File: config.mk
export PLATFORM = sky130hd
export DESIGN_NAME = ifr_mul
export DESIGN_NICKNAME = d
export VERILOG_FILES = /design/src/rtl/ifr_pkg.sv /design/src/rtl/ifr_mul.sv
export SDC_FILE = /design/constraint.sdc
export NUM_CORES = 2
export LEC_CHECK = 0
export BUFFER_PORTS_ARGS = -buffer_cell sky130_fd_sc_hd__clkbuf_2
export CAP_MARGIN = 20
export CORE_ASPECT_RATIO = 1.1
export CORE_MARGIN = 5
export CORE_UTILIZATION = 35
export CTS_CLUSTER_DIAMETER = 100
export DETAILED_ROUTE_END_ITERATION = 8
export MAX_ROUTING_LAYER = met4
export PLACE_DENSITY = 0.56
export SLEW_MARGIN = 20
export SYNTH_ARGS = -nofsm -noshare
export SYNTH_HDL_FRONTEND = slang
export SYNTH_SLANG_ARGS = --single-unit
File: constraint.sdc
create_clock -name clk -period 8.5 [get_ports clk]
set_input_delay 0.85 -clock clk [delete_from_list [all_inputs] [get_ports clk]]
set_output_delay 0.85 -clock clk [all_outputs]
set_load 0.02 [all_outputs]
File: src/rtl/ifr_pkg.sv
`default_nettype none
package ifr_pkg;

	localparam int MAX_WIDTH   = 512;
	localparam int MAX_HEIGHT  = 512;
	localparam int FRAC_BITS   = 16;

	localparam int X_BITS      = $clog2(MAX_WIDTH);
	localparam int Y_BITS      = $clog2(MAX_HEIGHT);
	localparam int ADDR_W      = X_BITS + Y_BITS;
	localparam int STORE_DEPTH = MAX_WIDTH * MAX_HEIGHT;
	localparam int PIX_W       = 24;

	localparam int CRD_W       = 13;
	localparam int INV_W       = 23;
	localparam int DIM_W       = 10;
	localparam int CFG_IDX_W   = 3;

	localparam longint ONE     = longint'(1) << FRAC_BITS;

	// source position and its integer part
	localparam int SX_W        = CRD_W + INV_W;
	localparam int IX_W        = SX_W - FRAC_BITS;
	localparam int TX_W        = IX_W + 3;

	// kernel arithmetic
	localparam int D_W         = FRAC_BITS + 2;
	localparam int Q2_W        = FRAC_BITS + 3;
	localparam int Q3_W        = FRAC_BITS + 4;
	localparam int KW_W        = FRAC_BITS + 8;
	localparam int WT_W        = FRAC_BITS + 3;
	localparam int W_W         = 2 * WT_W;

	// shared multiplier operands
	localparam int MA_W        = (W_W > INV_W + 1) ? W_W : INV_W + 1;
	localparam int MB_W        = (WT_W + 1 > CRD_W + 1) ? WT_W + 1 : CRD_W + 1;
	localparam int MP_W        = MA_W + MB_W;

	localparam int ACC_W       = W_W + 14;
	localparam int DIV_W       = ACC_W - 1;

	localparam logic [CFG_IDX_W-1:0] REG_SRC_W  = 3'd0;
	localparam logic [CFG_IDX_W-1:0] REG_SRC_H  = 3'd1;
	localparam logic [CFG_IDX_W-1:0] REG_INTERP = 3'd2;
	localparam logic [CFG_IDX_W-1:0] REG_COLOR  = 3'd3;
	localparam logic [CFG_IDX_W-1:0] REG_INV    = 3'd4;

	localparam logic [1:0] MODE_NEAREST  = 2'd0;
	localparam logic [1:0] MODE_BILINEAR = 2'd1;

	typedef struct packed {
		logic             action;
		logic [CRD_W-1:0] coord_x;
		logic [CRD_W-1:0] coord_y;
		logic [7:0]       chan_blue;
		logic [7:0]       chan_green;
		logic [7:0]       chan_red;
	} in_t;

	typedef struct packed {
		logic [7:0] out_blue;
		logic [7:0] out_green;
		logic [7:0] out_red;
	} out_t;

endpackage
`default_nettype wire

File: src/rtl/ifr_mul.sv
`default_nettype none
module ifr_mul (
	input  logic                            clk,
	input  logic signed [ifr_pkg::MA_W-1:0] a,
	input  logic signed [ifr_pkg::MB_W-1:0] b,
	output logic signed [ifr_pkg::MP_W-1:0] prod_q
);
	import ifr_pkg::*;

	always_ff @(posedge clk) begin
		prod_q <= a * b;
	end

endmodule
`default_nettype wire

== After elaboration in Yosys (flattened, before gate mapping) ==
Index checks and enable logic that the tools add are counted.
Word-level totals
  register bits: 58
  input bits: 59
  output and inout bits: 58
  word-level logic and storage cells: 2
Operators by class
  $mul: 1
Operator list (number)
  $mul 38x20->58: 1

== Longest topological paths before layout ==
  depth after elaboration: 1
  depth in mapped cells: 28
  depth with buffers taken out: 25

== Worst setup path before layout ==
OpenSTA, ideal clock, no wires.
  kind: input-to-reg
  start point: input port b[11] (netlist bit)
  end point: register prod_q[56] (netlist bit)
  library setup time: 58 ps
  data arrival time: 7099 ps
  required time: 8442 ps
  slack: 1343 ps
  cell stages on the path: 25
  path buffers: 2
  path through: clkbuf_1 -> clkbuf_1 -> nand2_1 -> fa_1 -> inv_1 -> fa_1 -> inv_1 -> fa_1 -> inv_1 -> fa_1 -> fa_1 -> fa_1 -> inv_1 -> fa_1 -> inv_1 -> ha_1 -> and4_1 -> and2b_4 -> a221oi_2 -> nand2_1 -> a221oi_2 -> a31o_2 -> a21oi_2 -> nor4bb_1 -> a211o_1
On the way
  longest elaborated chain between the ends: 1
RTL lines
  start: declaration: line ifr_mul.sv:5  | input logic signed [ifr_pkg::MB_W-1:0] b,
  $mul 38x20->58: line ifr_mul.sv:11  | prod_q <= a * b;
  end signal: assignment: line ifr_mul.sv:11
  end: declaration: line ifr_mul.sv:6  | output logic signed [ifr_pkg::MP_W-1:0] prod_q
Every way passes these cells.

== Worst setup path in the final report ==
  start point: input port b[5] (netlist bit)
  end point: register prod_q[47] (netlist bit)
Same word-level chain as after synthesis.

==> metrics.md <==
| Metric | Value |
|---|---|
| Initial Utilization | 35.30% |
| Post-Route Setup TNS | 0 ps |
| Setup-violating endpoint count in the final report | 0 |
| Vias in the first global route | 21.44k |
| Via count normalized by instance count | 4.755 |
| Maximum clock insertion buffer count | 2 |
| Number of sinks driven by the clock tree | 58 |
| EDFF count, synth | 0 |
| Synth top cells by count | sky130_fd_sc_hd__inv_1, sky130_fd_sc_hd__fa_1, sky130_fd_sc_hd__nand2_1 |
| CTS H-Tree Depth | 3 |
| Flip-flop count of the largest register, all copies and words added | 58 |
| Non-filler cells in the finished layout | 4074 |
| Overflow left after global routing | 0 |
| Row Count | 107 |
| Post-synthesis instance total | 3011 |
| Detailed-placement wirelength estimate | 63320 um |
| Yosys synthesis warning count | 0 |
| All-Layer GR Usage | 18.61% |
| Violation count after the first detailed-routing iteration | 915 |
| Met2 wire length | 39700 um |
| Data required time of the worst path | 8790 ps |
| Die Footprint | 0.08388 mm^2 |
| Launching element type of the critical path | input port |
| Worst endpoint data arrival time | 8050 ps |
| DIE HEIGHT | 303.3 um |
| Proportion of layout cells with a drive suffix above 1 | 7.115% |
| Startpoint-to-endpoint class of the critical path | in -> reg |
| Total iterations of the first detailed-routing run | 5 |
| CTS tree | done |
| Most used standard cell by instance count after synthesis | sky130_fd_sc_hd__inv_1 |
| Run status | finished clean |
| Vias | 19.37k |
| Final critical-path required period | 7761 ps |
| Number of setup buffers added after CTS | 0 |
| Antenna-violating nets left | 0 |
| Flip-flop cell with the highest count after synthesis | sky130_fd_sc_hd__dfxtp_1 |
| First-pass GRT wire length | 118600 um |
| Placed cell count | 4055 |
| Sum of routed wire length over all layers | 72710 um |
| Synth top area cells | sky130_fd_sc_hd__fa_1, sky130_fd_sc_hd__inv_1, sky130_fd_sc_hd__and2_1 |
| Clock-pin slew on the worst setup and hold paths | 70 ps |
| Core area | 0.07752 mm^2 |
| Maximum clock rate | 0.1289 GHz |
| Post-Synthesis Cell Area | 0.02736 mm^2 |
| Final hold viol count | 0 |
| Unrepaired setup endpoints after global routing | false |
| Wire per inst | 17.85 um |
| Area growth syn-to-layout | 7.256% |
| Number of buffers added by the clock tree synthesis step | 9 |
| DR DRC count | 0 |
| Die outline width | 276.6 um |
| Final cycle utilization of the critical path | 91.30% |
| Max-cap check violation count | 0 |
| Tightest slew margin relative to the limit | 49.02% |
| Total number of nets in the final design | 3977 |
| Fill cell total of the finished layout | 8001 |
| Number of antenna violations at the first check in global routing | 4 |
| Routed length on met3 | 2738 um |
| I/O pins | 117 |
| Number of synthesized register bits | 58 |
| Biggest register | prod_q |
| Post-synthesis async set-or-reset flop share | 0% |
| CTS resizes | 0 |
| Hold WC Path Type | in -> reg |
| Crit. End Element | flop |
| Met1 wire length | 27680 um |
| Number of distinct library cell variants in the gate-level netlist after synthesis | 66 |
| Synthesized Nets | 3957 |
| Largest registers | prod_q (58) |
| Cell type with the highest aggregate area in the netlist | sky130_fd_sc_hd__fa_1 |
| Number of max-slew violations in the final report | 0 |
| Max layer used | met4 |
| Post-synthesis sequential area ratio | 4.243% |
| Largest net degree at the start of global routing | 39 |
| Critical path fanouts, max | 16 |
| Cell at the root of the clock tree | sky130_fd_sc_hd__clkbuf_16 |
| CTS hold repair buffers | 0 |
| Tightest Pin Transition | 763.8 ps |
| Port bufs | 116 |
| Syn Area/Cell | 9.088 um^2 |
| Yosys top cell area share | 54.43% |
| Last weighted congestion value of the routability-driven placer | 0.8606 |
## final timing paths
kind / depth (start not counted) / slack (ps) / start / end
max: 26 / 740 / b[5] / prod_q[47]
min: 3 / 1130 / a[0] / prod_q[0]
## kinds of logic after synthesis
group,count (synthesis),share of synthesized area [%]
buf+inv,927,12.85
xor+xnor,58,1.856
mux,2,0.07773
simple gates,907,15.93
compound gates,172,4.083
fa+ha+maj,887,60.97
flops,58,4.243
## final cells by class
cell class | instances | area, um^2 | area share [%]
antenna | 3 | 7.507 | 0.02558
inverter | 754 | 2830 | 9.643
sequential | 58 | 1161 | 3.956
clock inverter | 6 | 41.29 | 0.1407
timing repair buffer | 182 | 1089 | 3.709
multi-input combinational | 2026 | 22690 | 77.30
tap | 1035 | 1295 | 4.412
clock buffer | 10 | 239.0 | 0.8142
## per-stage QoR
step                utilization [%]  hold WS (ps)  area, um^2  setup slack (ps)
finish                        37.86          1134       29350             739.2
global route                  37.86          1152       29350             359.5
CTS                           37.85          1107       29340             782.1
detailed placement            37.49          1265       29060             401.1
global placement              37.49          1266       29060             412.4
floorplan                         -          1180       27370              1343
## per-layer routing
layer / GRT usage (%) / vias to the layer above
met1: 21.56 / 10223
li1: - / 8635
met4: 5.946 / 0
met5: - / -
met3: 2.156 / 95
met2: 34.03 / 419
## placed cells by master (no fill, tap or decap), types with 5 or more instances in the layout
cell,instances
sky130_fd_sc_hd__fa_1,744
sky130_fd_sc_hd__nand2_1,462
sky130_fd_sc_hd__dfxtp_1,58
sky130_fd_sc_hd__o21ai_0,34
sky130_fd_sc_hd__xnor2_1,39
sky130_fd_sc_hd__a21boi_0,6
sky130_fd_sc_hd__and2_1,297
sky130_fd_sc_hd__xor2_1,19
sky130_fd_sc_hd__clkbuf_2,116
sky130_fd_sc_hd__o21a_1,8
sky130_fd_sc_hd__nand3_1,14
sky130_fd_sc_hd__and3_1,5
sky130_fd_sc_hd__a21o_1,19
sky130_fd_sc_hd__a21oi_1,55
sky130_fd_sc_hd__buf_4,65
sky130_fd_sc_hd__a211oi_1,6
sky130_fd_sc_hd__nor2b_1,5
sky130_fd_sc_hd__nor2_1,66
sky130_fd_sc_hd__clkbuf_16,9
sky130_fd_sc_hd__a31oi_1,5
sky130_fd_sc_hd__ha_1,143
sky130_fd_sc_hd__nor3_1,6
sky130_fd_sc_hd__o21ai_1,6
sky130_fd_sc_hd__nand2b_1,18
sky130_fd_sc_hd__inv_1,754
sky130_fd_sc_hd__nand4_1,16
## critical path, cell delays in order
cell and delay (ps):
sky130_fd_sc_hd__clkbuf_2 380, sky130_fd_sc_hd__buf_4 240, sky130_fd_sc_hd__nand2_1 80, sky130_fd_sc_hd__fa_1 550, sky130_fd_sc_hd__inv_1 60, sky130_fd_sc_hd__fa_1 530
sky130_fd_sc_hd__inv_1 50, sky130_fd_sc_hd__fa_1 510, sky130_fd_sc_hd__inv_1 60, sky130_fd_sc_hd__fa_1 590, sky130_fd_sc_hd__fa_1 450, sky130_fd_sc_hd__fa_1 500
sky130_fd_sc_hd__inv_1 50, sky130_fd_sc_hd__fa_1 480, sky130_fd_sc_hd__inv_1 40, sky130_fd_sc_hd__ha_1 400, sky130_fd_sc_hd__and3_1 220, sky130_fd_sc_hd__nand2_1 120
sky130_fd_sc_hd__or4_1 460, sky130_fd_sc_hd__a21oi_1 500, sky130_fd_sc_hd__o21ai_0 240, sky130_fd_sc_hd__buf_4 180, sky130_fd_sc_hd__nand3_1 100, sky130_fd_sc_hd__a21o_1 120
sky130_fd_sc_hd__a21oi_1 70, sky130_fd_sc_hd__xnor2_1 200
Power is not shown: default switching activity piles up to over one toggle a cycle in this logic, so the estimate is an artifact.
