File: src/rtl/ifr_pkg.sv
`default_nettype none
package ifr_pkg;

	localparam int MAX_WIDTH   = 512;
	localparam int MAX_HEIGHT  = 512;
	localparam int FRAC_BITS   = 16;

	localparam int X_BITS      = $clog2(MAX_WIDTH);
	localparam int Y_BITS      = $clog2(MAX_HEIGHT);
	localparam int ADDR_W      = X_BITS + Y_BITS;
	localparam int STORE_DEPTH = MAX_WIDTH * MAX_HEIGHT;
	localparam int PIX_W       = 24;

	localparam int CRD_W       = 13;
	localparam int INV_W       = 23;
	localparam int DIM_W       = 10;
	localparam int CFG_IDX_W   = 3;

	localparam longint ONE     = longint'(1) << FRAC_BITS;

	// source position and its integer part
	localparam int SX_W        = CRD_W + INV_W;
	localparam int IX_W        = SX_W - FRAC_BITS;
	localparam int TX_W        = IX_W + 3;

	// kernel arithmetic
	localparam int D_W         = FRAC_BITS + 2;
	localparam int Q2_W        = FRAC_BITS + 3;
	localparam int Q3_W        = FRAC_BITS + 4;
	localparam int KW_W        = FRAC_BITS + 8;
	localparam int WT_W        = FRAC_BITS + 3;
	localparam int W_W         = 2 * WT_W;

	// shared multiplier operands
	localparam int MA_W        = (W_W > INV_W + 1) ? W_W : INV_W + 1;
	localparam int MB_W        = (WT_W + 1 > CRD_W + 1) ? WT_W + 1 : CRD_W + 1;
	localparam int MP_W        = MA_W + MB_W;

	localparam int ACC_W       = W_W + 14;
	localparam int DIV_W       = ACC_W - 1;

	localparam logic [CFG_IDX_W-1:0] REG_SRC_W  = 3'd0;
	localparam logic [CFG_IDX_W-1:0] REG_SRC_H  = 3'd1;
	localparam logic [CFG_IDX_W-1:0] REG_INTERP = 3'd2;
	localparam logic [CFG_IDX_W-1:0] REG_COLOR  = 3'd3;
	localparam logic [CFG_IDX_W-1:0] REG_INV    = 3'd4;

	localparam logic [1:0] MODE_NEAREST  = 2'd0;
	localparam logic [1:0] MODE_BILINEAR = 2'd1;

	typedef struct packed {
		logic             action;
		logic [CRD_W-1:0] coord_x;
		logic [CRD_W-1:0] coord_y;
		logic [7:0]       chan_blue;
		logic [7:0]       chan_green;
		logic [7:0]       chan_red;
	} in_t;

	typedef struct packed {
		logic [7:0] out_blue;
		logic [7:0] out_green;
		logic [7:0] out_red;
	} out_t;

endpackage
`default_nettype wire

File: src/rtl/ifr_div.sv
`default_nettype none
module ifr_div (
	input  logic                      clk,
	input  logic                      arst_n,
	input  logic                      start,
	input  logic [ifr_pkg::DIV_W-1:0] num,
	input  logic [ifr_pkg::DIV_W-1:0] den,
	output logic                      done,
	output logic [7:0]                quot
);
	import ifr_pkg::*;

	logic               run_q;
	logic               done_q;
	logic [2:0]         cnt_q;
	logic [DIV_W-1:0]   rem_q;
	logic [DIV_W+6:0]   dsh_q;
	logic [7:0]         quot_q;
	logic               sat;
	logic               ge;

	// quotient of 256 or more saturates
	assign sat = {8'b0, num} >= {den, 8'b0};
	assign ge  = {7'b0, rem_q} >= dsh_q;

	always_ff @(posedge clk or negedge arst_n) begin
		if (!arst_n) begin
			run_q  <= 1'b0;
			done_q <= 1'b0;
			cnt_q  <= '0;
		end else begin
			done_q <= 1'b0;
			if (start) begin
				quot_q <= '0;
				if (sat) begin
					quot_q <= 8'hFF;
					done_q <= 1'b1;
				end else begin
					run_q <= 1'b1;
					rem_q <= num;
					dsh_q <= {den, 7'b0};
					cnt_q <= 3'd7;
				end
			end else if (run_q) begin
				if (ge) begin
					rem_q <= rem_q - dsh_q[DIV_W-1:0];
				end
				quot_q <= {quot_q[6:0], ge};
				dsh_q  <= dsh_q >> 1;
				cnt_q  <= cnt_q - 3'd1;
				if (cnt_q == 3'd0) begin
					run_q  <= 1'b0;
					done_q <= 1'b1;
				end
			end
		end
	end

	assign done = done_q;
	assign quot = quot_q;

endmodule
`default_nettype wire
File: config.mk
export PLATFORM = sky130hd
export DESIGN_NAME = ifr_div
export DESIGN_NICKNAME = d
export VERILOG_FILES = /design/src/rtl/ifr_pkg.sv /design/src/rtl/ifr_div.sv
export SDC_FILE = /design/constraint.sdc
export NUM_CORES = 1
export LEC_CHECK = 0
export ABC_CLOCK_PERIOD_IN_PS = 16800
export BUFFER_PORTS_ARGS = -buffer_cell sky130_fd_sc_hd__buf_2
export CAP_MARGIN = 20
export CELL_PAD_IN_SITES_DETAIL_PLACEMENT = 1
export CELL_PAD_IN_SITES_GLOBAL_PLACEMENT = 2
export CORE_ASPECT_RATIO = 1.75
export CORE_MARGIN = 1.5
export CORE_UTILIZATION = 40
export CTS_BUF_LIST = sky130_fd_sc_hd__clkbuf_8
export DETAILED_ROUTE_END_ITERATION = 16
export GPL_TIMING_DRIVEN = 0
export PLACE_DENSITY_LB_ADDON = 0.1
export SETUP_SLACK_MARGIN = 0.4
export SLEW_MARGIN = 5
export SYNTH_ARGS = -nofsm -noshare
export SYNTH_HDL_FRONTEND = slang
export SYNTH_SLANG_ARGS = --single-unit
File: constraint.sdc
create_clock -name clk -period 16.8 [get_ports clk]
set_input_delay 2.52 -clock clk [delete_from_list [all_inputs] [get_ports clk]]
set_output_delay 2.52 -clock clk [all_outputs]
set_load 0.1 [all_outputs]
After elaboration in Yosys (flattened, before gate mapping) --
Index checks and enable logic that the tools add are counted.
Cells by class: eq/ne operators 1, reduce and logical (&&, ||, !) cells 7, $lt $le $gt $ge 2, add/subtract/negate cells 2, multipliers 0, divide/modulo/power cells 0, shift operators 0, multiplexer cells 21, bitwise gates (word level) 0
Operators by type and width (number):
- $mux W51 | 4
- $mux W58 | 3
- $ge A51 B59 Y1 | 1
- $ge A51 B58 Y1 | 1
- $sub A51 B51 Y51 | 1
- $mux W8 | 3
- $mux W3 | 3
- $mux W1 | 8
- $reduce_and A2 Y1 | 2
- $reduce_and A4 Y1 | 1
- $reduce_bool A2 Y1 | 2
- $logic_not A3 Y1 | 1
- $reduce_and A3 Y1 | 1
- $sub A3 B1 Y3 const B | 1
- $ne A2 B2 Y1 const B | 1
Word-level totals: bits in registers 122, word-level logic and storage cells 39, bits in latches 0, bits in writable memories 0, memories kept 0, bits in read-only memories 0, input bits 105, output and inout bits 9

Longest topological paths before layout --
Gate-level depths: netlist of run 1.
depth in word-level cells 4, gate-level depth with buffers 13, depth with buffers taken out 13

Least setup slack after synthesis of run 1 --
OpenSTA, ideal clock, no wires.
path kind in2reg, start in den[20] in the netlist's numbering, end reg rem_q[0] (enable), stages 11, arrival time 9736 ps, data required time 16267 ps, slack 6531 ps, path through inv_1 ha_1 a21o_1 a21o_1 a21o_1 a21o_1 a2111oi_2 o22ai_1 o311a_4 a21oi_2 nor3b_1
Between the ends: cells in the longest elaborated chain, start to end 3
Ends and longest elaborated chain:
- start: declaration | line ifr_div.sv:7 | input logic [ifr_pkg::DIV_W-1:0] den,
- $ge A51 B59 Y1 | line ifr_div.sv:23 | assign sat = {8'b0, num} >= {den, 8'b0};
- $ne A2 B2 Y1 (no source line)
- $reduce_and A4 Y1 (no source line)
- end signal: assignment | line ifr_div.sv:40 | rem_q <= num;
- end signal: assignment | line ifr_div.sv:46 | rem_q <= rem_q - dsh_q[DIV_W-1:0];
- end: declaration | line ifr_div.sv:16 | logic [DIV_W-1:0] rem_q;
Every way passes these cells. A chain may end at the register's enable or synchronous reset.

Worst setup path in the final report of run 1 --
start in den[2] in the netlist's numbering, end reg rem_q[32] (enable)
Same word-level chain as after synthesis.

==> results of run 1 <==
==> worst reg2reg max path, stage by stage, from the launching register on <==
cell and delay [ns]:
edfxtp_1 0.39, ha_1 0.29, clkbuf_1 0.28, nand2_1 0.16, o21a_1 0.26, a21oi_1 0.20
nor2_1 0.09, a211oi_2 0.31, o311ai_1 0.14, nand2_1 0.16, nor4_1 0.08, nor3b_2 0.80
buf_8 0.24, buf_4 0.22
==> layout by cell type (no fill, tap or decap), types with 4 or more instances in the layout <==
master       n
a211o_1      4
a211oi_1     5
a21o_1      38
a21oi_1     79
a31oi_1      9
and3_1       8
buf_1        5
buf_2      115
bufinv_16    5
clkbuf_1    37
clkbuf_8    18
dfrtp_1      5
edfxtp_1   117
ha_1        96
inv_1      130
mux2_2      11
nand2_1    142
nand3_1     11
nand4_1     23
nor2_1      57
nor2b_1     10
nor3_1      15
nor4_1      10
o211ai_1     4
o21a_1       7
o21ai_0    119
o21ai_1     10
o21bai_1    12
o31ai_1      8
xnor2_1     20
xor2_1      21
==> routing by layer <==
layer  global-route usage [%]  up-vias  share of wire (%)
met2                    53.55      146                 58
met1                    25.03     4163                 36
met3                    3.256       54                2.2
met5                        0        -                  0
li1                         -     4102                  -
met4                    12.61        0                4.2
==> final cells by class <==
cell class                 instances  area, µm²
multi-input combinational        774       5137
clock buffer                      18      247.7
timing repair buffer             119      660.6
clock inverter                    14      203.9
buffer                            46      183.9
tap                              304      380.4
fill                            2828      12310
inverter                         128      480.5
sequential                       122       3638
==> where the power goes <==
group,switching [mW],leakage [nW],internal (mW)
sequential,0.00729,1.19,0.364
clock,0.130,0.227,0.179
combinational,0.186,3.50,0.106
==> stage by stage <==
stage          hold WS [ns]  setup WS (ns)
3_3_place_gp         0.5384          1.982
5_1_grt              0.6100          9.987
2_1_floorplan        0.5194          6.531
4_1_cts              0.5613          10.07
6_report             0.5549          10.19
3_5_place_dp         0.5493          9.577
==> flip-flops by register name (all words and copies together), names as in the netlist <==
name and flops:
dsh_q 58, cnt_q 3, done 1, run_q 1, rem_q 51, quot 8
==> logic make-up after synthesis <==
group	Yosys count	synth area share [%]
adders and majority gates	97	12.95
muxes	11	1.314
and+or+nand+nor	290	13.74
buffers and inverters	174	7.047
DFF	122	38.59
AOI/OAI and AO/OA	335	22.55
xor gates and xnor gates	41	3.809
==> worst min-delay path by stage <==
stage / from / end / slack, ns / cells past startpoint
2_1_floorplan: dsh_q[2] / dsh_q[1] / 0.52 / 2
3_3_place_gp: dsh_q[5] / dsh_q[4] / 0.54 / 2
3_5_place_dp: dsh_q[2] / dsh_q[1] / 0.55 / 2
4_1_cts: dsh_q[2] / dsh_q[1] / 0.56 / 2
5_1_grt: dsh_q[3] / dsh_q[2] / 0.61 / 2
6_report: dsh_q[7] / dsh_q[6] / 0.55 / 2
==> results by group, run 1 <==
Outcome
  – Status: complete, no violations

STA
  – Worst Skew: 0.01230 ns
  – Max-slew violations: 0
  – Worst rel slew slack: 38.79%
  – RSZ-0062 raised after global routing: no
  – Final setup fails: 0
  – Setup TNS: 0 ns
  – Final min period: 6.606 ns
  – Tcrit/Tclk final: 39.32%
  – Fmax: 151.4 MHz
  – Final Hold Viols: 0
  – Tightest Pin Transition: 0.9141 ns

Worst setup path
  – CP Class: input port to flop
  – Critical path endpoint category: flop
  – Startpoint types: input port
  – Crit path to: rem_q[32]
  – Arrival @ worst endpoint: 6.78 ns
  – Reg2Reg Depth: 13
  – Worst r2r src: rem_q[21]
  – Worst path bufs/invs: 4
  – Crit path cell chain: buf_2 -> inv_1 -> ha_1 -> nor4b_1 -> nand2_1 -> o311ai_0 -> a221o_1 -> a31oi_1 -> o22ai_1 -> o311a_4 -> a21oi_4 -> nor3b_2 -> buf_8 -> buf_4
  – Worst path slowest cell: nor3b_2
  – CP Launch Point: den[2]
  – Worst R2R Setup Slack: 12.87 ns
  – Max FO, Critical Path: 13
  – Worst stage delay on the critical path: 0.85 ns
  – RR Endpoint: rem_q[32]
  – CP required: 16.98 ns
  – CP Depth: 14
  – Critical path's top delay family: compound AO/OA/AOI/OAI gates

Synth
  – Count leader, synth: nand2_1
  – Syn nets: 1272
  – Top cell type's share of synthesized area: 37.27%
  – Area contributors post-synth: edfxtp_1 (37%), ha_1 (13%), o21ai_0 (6.3%)
  – Post-synthesis cell type count: 68
  – Syn avg cell area: 8.811 µm²
  – Post-Syn Instances: 1070
  – Yosys top cell by area: edfxtp_1
  – Ys flop type: edfxtp_1
  – Commonest cells post-synth: nand2_1 (142), inv_1 (128), o21ai_0 (119)
  – Cell Area, Synth: 9428 µm²
  – Register area share after synthesis: 38.59%
  – Ys Warns: 0
  – Number of synthesized register bits: 122
  – Post-synth EDFFs: 117
  – Ys async rst share: 4.098%

Power and ir drop
  – Leakage: 4.915 nW
  – Pwr per Cell Area: 88.87 nW/µm²
  – Final Power: 971.6 µW
  – Peak supply drop: 46.78 µV

Drt
  – 1st-iter DRT viols: 413
  – Vias per cell: 5.551
  – ANT nets after route: 0
  – DRC viols: 0
  – Pre-antenna DRT Iters: 4
  – Via count: 8465
  – Final WL: 30980 µm
  – WL/cell: 20.32 µm

Global routing
  – Vias in the first global route: 9155
  – Initial antenna violation count: 0
  – Total track usage: 26.11%
  – Pin count of the biggest net entering global routing: 27
  – Grt ovf: 0
  – First-pass GRT wire length: 48380 µm

Final layout
  – Design Area, Final: 10930 µm²
  – N_diodes: 0
  – Area Growth Syn to Fin: 15.97%
  – Fin cells: 1525
  – Layout cell share with drive strength beyond 1: 15.40%
  – Post-layout net count: 1410
  – Final core occ: 47.04%

Floorplan
  – Initial core utilization: 40.57%
  – DIE AREA: 24540 µm²
  – Chip Height: 206.1 µm
  – Core Area: 23240 µm²
  – Die X: 119.1 µm
  – Io pins: 114
  – # rows: 74

Clocking
  – Clk sinks: 122
  – Number of gates resized after cts: 0
  – Max Buffers Root-to-Sink: 2
  – Num CTS Buffers: 17
  – Clock latency on the worst-skew pair: 0.48 ns
  – Root buffer cell: clkbuf_8
  – # hold bufs at CTS: 0
  – Clock slew at reported path FFs: 0.07 ns
  – CTS HTree Levels: 4
  – # Post-CTS Setup Buffers: 0
  – CTS tree: done

Placement
  – Cell count after placement: 1493
  – HPWL after DPL: 25410 µm
  – IO Port Bufs: 112
  – Final GP Congestion: 0.8959
  – DP Area: 10480 µm²

Worst hold path
  – HP Class: flop to flop

Flow run
  – Max_cap viols: 0
Power figures use the tool's default switching activity.
==> run 2: changes to the inputs <==
--- a/config.mk
+++ b/config.mk
@@ -5,14 +5,14 @@
 export SDC_FILE = /design/constraint.sdc
 export NUM_CORES = 1
 export LEC_CHECK = 0
-export ABC_CLOCK_PERIOD_IN_PS = 16800
+export ABC_CLOCK_PERIOD_IN_PS = 5900
 export BUFFER_PORTS_ARGS = -buffer_cell sky130_fd_sc_hd__buf_2
 export CAP_MARGIN = 20
 export CELL_PAD_IN_SITES_DETAIL_PLACEMENT = 1
 export CELL_PAD_IN_SITES_GLOBAL_PLACEMENT = 2
 export CORE_ASPECT_RATIO = 1.75
 export CORE_MARGIN = 1.5
-export CORE_UTILIZATION = 40
+export CORE_UTILIZATION = 34
 export CTS_BUF_LIST = sky130_fd_sc_hd__clkbuf_8
 export DETAILED_ROUTE_END_ITERATION = 16
 export GPL_TIMING_DRIVEN = 0
==> constraint.sdc (replaced) <==
create_clock -name clk -period 5.9 [get_ports clk]
set_input_delay 0.885 -clock clk [delete_from_list [all_inputs] [get_ports clk]]
set_output_delay 0.885 -clock clk [all_outputs]
set_load 0.1 [all_outputs]
==> run 2 against run 1 <==
  * First-iteration DRC count is 4.1% lower
  * Worst hold slack worse by 0.31 ns
  * Sequential share of layout area is 0.12 points lower
  * Count of clock-buffer cells in the layout is 1 lower
  * Clock power is 140% higher
  * Via count is 1.9% lower
  * Critical path type unchanged
  * Critical endpoint is now rem_q[17]
  * Largest power group unchanged
  * Highest routed layer unchanged
==> results by group, run 2 (synthesized netlist as in run 1, its figures left out) <==
Outcome
  – Status: complete, no violations

Worst setup path
  – Worst path slowest cell: a21oi_4
  – Max FO, Critical Path: 22
  – Critical path endpoint category: flop
  – Worst path bufs/invs: 3
  – CP required: 6.08 ns
  – Startpoint types: input port
  – Crit path cell chain: buf_2 -> ha_1 -> nor4b_1 -> nand2_1 -> o311ai_0 -> a221o_1 -> a31oi_1 -> o22ai_1 -> o311a_4 -> a21oi_4 -> nor3b_4 -> buf_8 -> buf_8
  – Critical path's top delay family: compound AO/OA/AOI/OAI gates
  – Worst stage delay on the critical path: 0.72 ns
  – Arrival @ worst endpoint: 5.35 ns
  – Most used cell, CP: buf_8
  – CP Class: input port to flop

STA
  – Final setup fails: 0
  – Final Hold Viols: 0
  – Setup TNS: 0 ns
  – Worst Slack Setup Final: 0.7273 ns
  – Worst Skew: 0.01411 ns
  – Fmax: 193.3 MHz
  – Tcrit/Tclk final: 87.67%
  – Hold WS: 0.2489 ns
  – Max-slew violations: 0
  – RSZ-0062 raised after global routing: no
  – Worst rel slew slack: 37.50%
  – Tightest Pin Transition: 0.9375 ns
  – Final min period: 5.173 ns

Global routing
  – First-pass GRT wire length: 49890 µm
  – Initial antenna violation count: 0
  – Pin count of the biggest net entering global routing: 25
  – Vias in the first global route: 9027
  – Grt ovf: 0
  – Total track usage: 23.22%

Placement
  – DP Worst Slack: 0.1359 ns
  – HPWL after DPL: 26020 µm
  – Final GP Congestion: 0.8310
  – IO Port Bufs: 112

Clocking
  – Num CTS Buffers: 17
  – CTS tree: done
  – Root buffer cell: clkbuf_8
  – # Post-CTS Setup Buffers: 0
  – Number of gates resized after cts: 0
  – Clock slew at reported path FFs: 0.08 ns
  – # hold bufs at CTS: 0
  – Max Buffers Root-to-Sink: 2
  – Clk sinks: 122
  – CTS HTree Levels: 4
  – Clock latency on the worst-skew pair: 0.47 ns

Drt
  – 1st-iter DRT viols: 396
  – Final WL: 31910 µm
  – DRC viols: 0
  – WL/cell: 20.09 µm
  – Via count: 8302
  – ANT nets after route: 0
  – Vias per cell: 5.228
  – Pre-antenna DRT Iters: 4

Final layout
  – Layout fillers: 3306
  – Area Growth Syn to Fin: 16.39%
  – Most frequent cells in the layout: nand2_1 (142), inv_1 (130), o21ai_0 (119)
  – Total area of sequential cells: 3638 µm²
  – Max reg flops: 58
  – Post-layout net count: 1409
  – Multi-input gate area: 5169 µm²
  – N_diodes: 0
  – Final core occ: 40.30%
  – Largest register by flop count: dsh_q
  – Commonest non-fill, non-tap cell in the layout: nand2_1
  – Layout cell share with drive strength beyond 1: 15.26%

Power and ir drop
  – Peak supply drop: 127.1 µV
  – Combinational power share: 31.9%
  – Sw frac: 35.02%
  – Leakage: 4.885 nW
  – Cell Int Power: 1.700 mW
  – NetSw: 916.2 µW
  – Final Power: 2.617 mW
  – Clock Power Share: 27.8%
  – Pwr per Cell Area: 238.5 nW/µm²
  – Flop pwr share: 40.3%

Floorplan
  – Core Area: 27230 µm²
  – Die X: 128.9 µm
  – Chip Height: 223.3 µm
  – DIE AREA: 28780 µm²
  – Io pins: 114
  – Initial core utilization: 34.63%
  – # rows: 80

Flow run
  – Max_cap viols: 0

Worst hold path
  – HP Class: input port to asynchronous set/reset pin
## run 2: changes by cell type in the layout (fill, tap and decap cells not counted), moves of 2 or more
cell,before,now
ha_1,96,94
ha_4,0,2
bufinv_16,5,2
buf_8,2,4
buf_6,3,1
clkinv_1,0,2
## run 2: area by class of cell
class | instances | area share [%]
multi-input combinational | 774 | 47.10
buffer | 46 | 1.676
inverter | 128 | 4.561
sequential | 122 | 33.16
clock buffer | 17 | 2.132
tap | 369 | 4.208
clock inverter | 14 | 1.072
timing repair buffer | 118 | 6.089
## run 2: routing by layer
layer / vias to the layer above / share of wire, % / GRT usage [%]
li1: 4092 / - / -
met1: 4071 / 35 / 22.67
met2: 98 / 59 / 47.44
met3: 41 / 1.8 / 2.590
met4: 0 / 3.5 / 9.532
met5: - / 0 / 0
## run 2: per-stage QoR
stage          instance area, µm²  cells
6_report                    10970   1588
3_5_place_dp                10620   1557
3_3_place_gp                10510   1551
2_1_floorplan                9492   1070
5_1_grt                     10970   1588
4_1_cts                     10970   1588
## run 2: final timing paths
| path | startpoint | end | slack (ns) | depth (start not counted) |
|---|---|---|---|---|
| worst max-delay path | num[10] | rem_q[17] | 0.73 | 13 |
| worst min-delay path | arst_n | cnt_q[1] | 0.25 | 1 |
| worst max register to register | rem_q[0] | rem_q[17] | 2.01 | 15 |
| worst min register to register | dsh_q[4] | dsh_q[3] | 0.57 | 2 |
| max in group asynchronous | arst_n | done | 5.46 | 1 |
| min in group clk | dsh_q[4] | dsh_q[3] | 0.57 | 2 |
## run 2: power by group through the flow
| stage | sequential (mW) | clock [mW] | combinational (mW) |
|---|---|---|---|
| floorplan | 1.09 | 0 | 0.546 |
| global placement | 1.07 | 0 | 0.822 |
| detailed placement | 1.07 | 0 | 0.843 |
| CTS | 1.06 | 0.751 | 0.849 |
| global route | 1.06 | 0.774 | 0.935 |
| finish | 1.06 | 0.728 | 0.833 |
==> run 3: changes to the inputs <==
--- a/config.mk
+++ b/config.mk
@@ -8,15 +8,12 @@
 export ABC_CLOCK_PERIOD_IN_PS = 5900
 export BUFFER_PORTS_ARGS = -buffer_cell sky130_fd_sc_hd__buf_2
 export CAP_MARGIN = 20
-export CELL_PAD_IN_SITES_DETAIL_PLACEMENT = 1
-export CELL_PAD_IN_SITES_GLOBAL_PLACEMENT = 2
 export CORE_ASPECT_RATIO = 1.75
 export CORE_MARGIN = 1.5
-export CORE_UTILIZATION = 34
-export CTS_BUF_LIST = sky130_fd_sc_hd__clkbuf_8
+export CORE_UTILIZATION = 53
 export DETAILED_ROUTE_END_ITERATION = 16
 export GPL_TIMING_DRIVEN = 0
-export PLACE_DENSITY_LB_ADDON = 0.1
+export PLACE_DENSITY = 0.77
 export SETUP_SLACK_MARGIN = 0.4
 export SLEW_MARGIN = 5
 export SYNTH_ARGS = -nofsm -noshare
==> run 3 against run 2 <==
  * Sequential cell count stayed put
  * Sequential power hardly changed
  * Routed wire length is 19% lower
  * Via count is 2.6% higher
  * Critical endpoint is now rem_q[32]
  * Combinational power is 3.2% lower
  * Largest cell class unchanged
  * Largest power group unchanged
==> results by group, run 3 (synthesized netlist as in run 1, its figures left out) <==
Power and ir drop
  – Peak supply drop: 184.3 µV
  – Pwr per Cell Area: 261.6 nW/µm²
  – Final Power: 2.872 mW
  – Leakage: 4.950 nW

Floorplan
  – Die X: 103.8 µm
  – # rows: 64
  – Io pins: 114
  – Initial core utilization: 54.01%
  – Chip Height: 179.4 µm
  – Core Area: 17460 µm²
  – DIE AREA: 18630 µm²

Final layout
  – Fin cells: 1450
  – Final core occ: 62.90%
  – Total area of sequential cells: 3638 µm²
  – Area Growth Syn to Fin: 16.47%
  – Max reg flops: 58
  – Layout fillers: 1565
  – Largest register by flop count: dsh_q
  – Most frequent cells in the layout: nand2_1 (142), inv_1 (126), o21ai_0 (119)
  – Multi-input gate area: 5169 µm²
  – Layout cell share with drive strength beyond 1: 15.67%
  – Commonest non-fill, non-tap cell in the layout: nand2_1
  – N_diodes: 0
  – Post-layout net count: 1408

Drt
  – Via count: 8520
  – Pre-antenna DRT Iters: 5
  – ANT nets after route: 0
  – Final WL: 25890 µm
  – DRC viols: 0
  – WL/cell: 17.86 µm
  – Vias per cell: 5.876
  – 1st-iter DRT viols: 431

Clocking
  – # hold bufs at CTS: 0
  – Number of gates resized after cts: 0
  – CTS HTree Levels: 4
  – Root buffer cell: clkbuf_16
  – Clock slew at reported path FFs: 0.06 ns
  – Clk sinks: 122
  – Clock latency on the worst-skew pair: 0.43 ns
  – CTS tree: done
  – Max Buffers Root-to-Sink: 2
  – Num CTS Buffers: 17
  – # Post-CTS Setup Buffers: 0

Worst setup path
  – Worst r2r src: rem_q[0]
  – Arrival @ worst endpoint: 4.66 ns
  – Max FO, Critical Path: 28
  – Worst R2R Setup Slack: 1.93 ns
  – Reg2Reg Depth: 15
  – Startpoint types: input port
  – CP Class: input port to flop
  – RR Endpoint: rem_q[32]
  – Critical path endpoint category: flop
  – CP required: 6.03 ns

STA
  – Max-slew violations: 0
  – Hold WS: 0.2627 ns
  – Final setup fails: 0
  – Worst rel slew slack: 34.11%
  – Final Hold Viols: 0
  – RSZ-0062 raised after global routing: no
  – Fmax: 220.6 MHz
  – Tcrit/Tclk final: 76.84%
  – Final min period: 4.534 ns
  – Worst Slack Setup Final: 1.366 ns
  – Worst Skew: 0.01306 ns
  – Tightest Pin Transition: 0.9884 ns

Global routing
  – Total track usage: 28.00%
  – Vias in the first global route: 8533
  – Pin count of the biggest net entering global routing: 29
  – First-pass GRT wire length: 41370 µm
  – Grt ovf: 0
  – Initial antenna violation count: 0

Placement
  – HPWL after DPL: 20270 µm
  – DP Worst Slack: 0.8765 ns
  – Final GP Congestion: 0.9486
  – IO Port Bufs: 112
  – Cell count after placement: 1418

Flow run
  – Max_cap viols: 0

Worst hold path
  – HP Class: input port to asynchronous set/reset pin

Outcome
  – Status: complete, no violations
-- run 3: cell count changes in the layout (fill, tap and decap cells not counted), moves of 2 or more --
cell,previous run,this run
inv_1,130,126
clkbuf_16,0,17
clkbuf_8,17,0
inv_6,0,2
clkinv_4,0,4
clkinv_1,2,0
-- run 3: per-stage QoR --
step                cell area, µm²  setup TNS (ns)
floorplan                     9492               0
global placement             10340          -83.51
detailed placement           10430               0
CTS                          10980               0
global route                 10980               0
finish                       10980               0
-- run 3: worst max-delay path by stage --
stage                       from  slack, ns         to  cells past startpoint
after floorplan           den[4]       0.39   rem_q[0]                     11
after detailed placement  num[9]       0.88  rem_q[32]                     14
final                     num[9]       1.37  rem_q[32]                     14
after CTS                 num[9]       1.37  rem_q[32]                     14
after global routing      num[9]       1.25  rem_q[33]                     14
after global placement    num[9]      -1.64  rem_q[32]                     11
-- run 3: critical path, cell delays in order --
cell and delay [ns]:
buf_2 0.13, ha_1 0.30, nor2b_1 0.13, o21ai_0 0.13
o311ai_0 0.22, a221o_1 0.43, a31oi_1 0.35, o22ai_1 0.22
o311a_4 0.47, a21oi_4 0.34, buf_12 0.25, nor3b_4 0.34
buf_8 0.23, buf_8 0.21
-- run 3: routing by layer --
metal	GRT usage (%)	wire (µm)	up-vias
li1	-	-	4105
met1	30.46	9737	4039
met2	51.07	13620	292
met3	4.025	1301	84
met4	16.39	1236	0
met5	0	0	-
-- run 3: power breakdown --
| part | switching (mW) | internal [mW] |
|---|---|---|
| Combinational | 0.503 | 0.303 |
| Clock | 0.429 | 0.580 |
| Sequential | 0.0209 | 1.04 |
| Total | 0.953 | 1.92 |
-- run 3: layout make-up --
class / instances / area share [%]
clock inverters: 14 / 1.139
multi-input cells: 774 / 47.07
repair buffers: 117 / 5.880
well taps: 231 / 2.632
plain buffers: 46 / 1.675
inverters: 128 / 4.558
flip-flops and latches: 122 / 33.14
clock buffers: 18 / 3.908
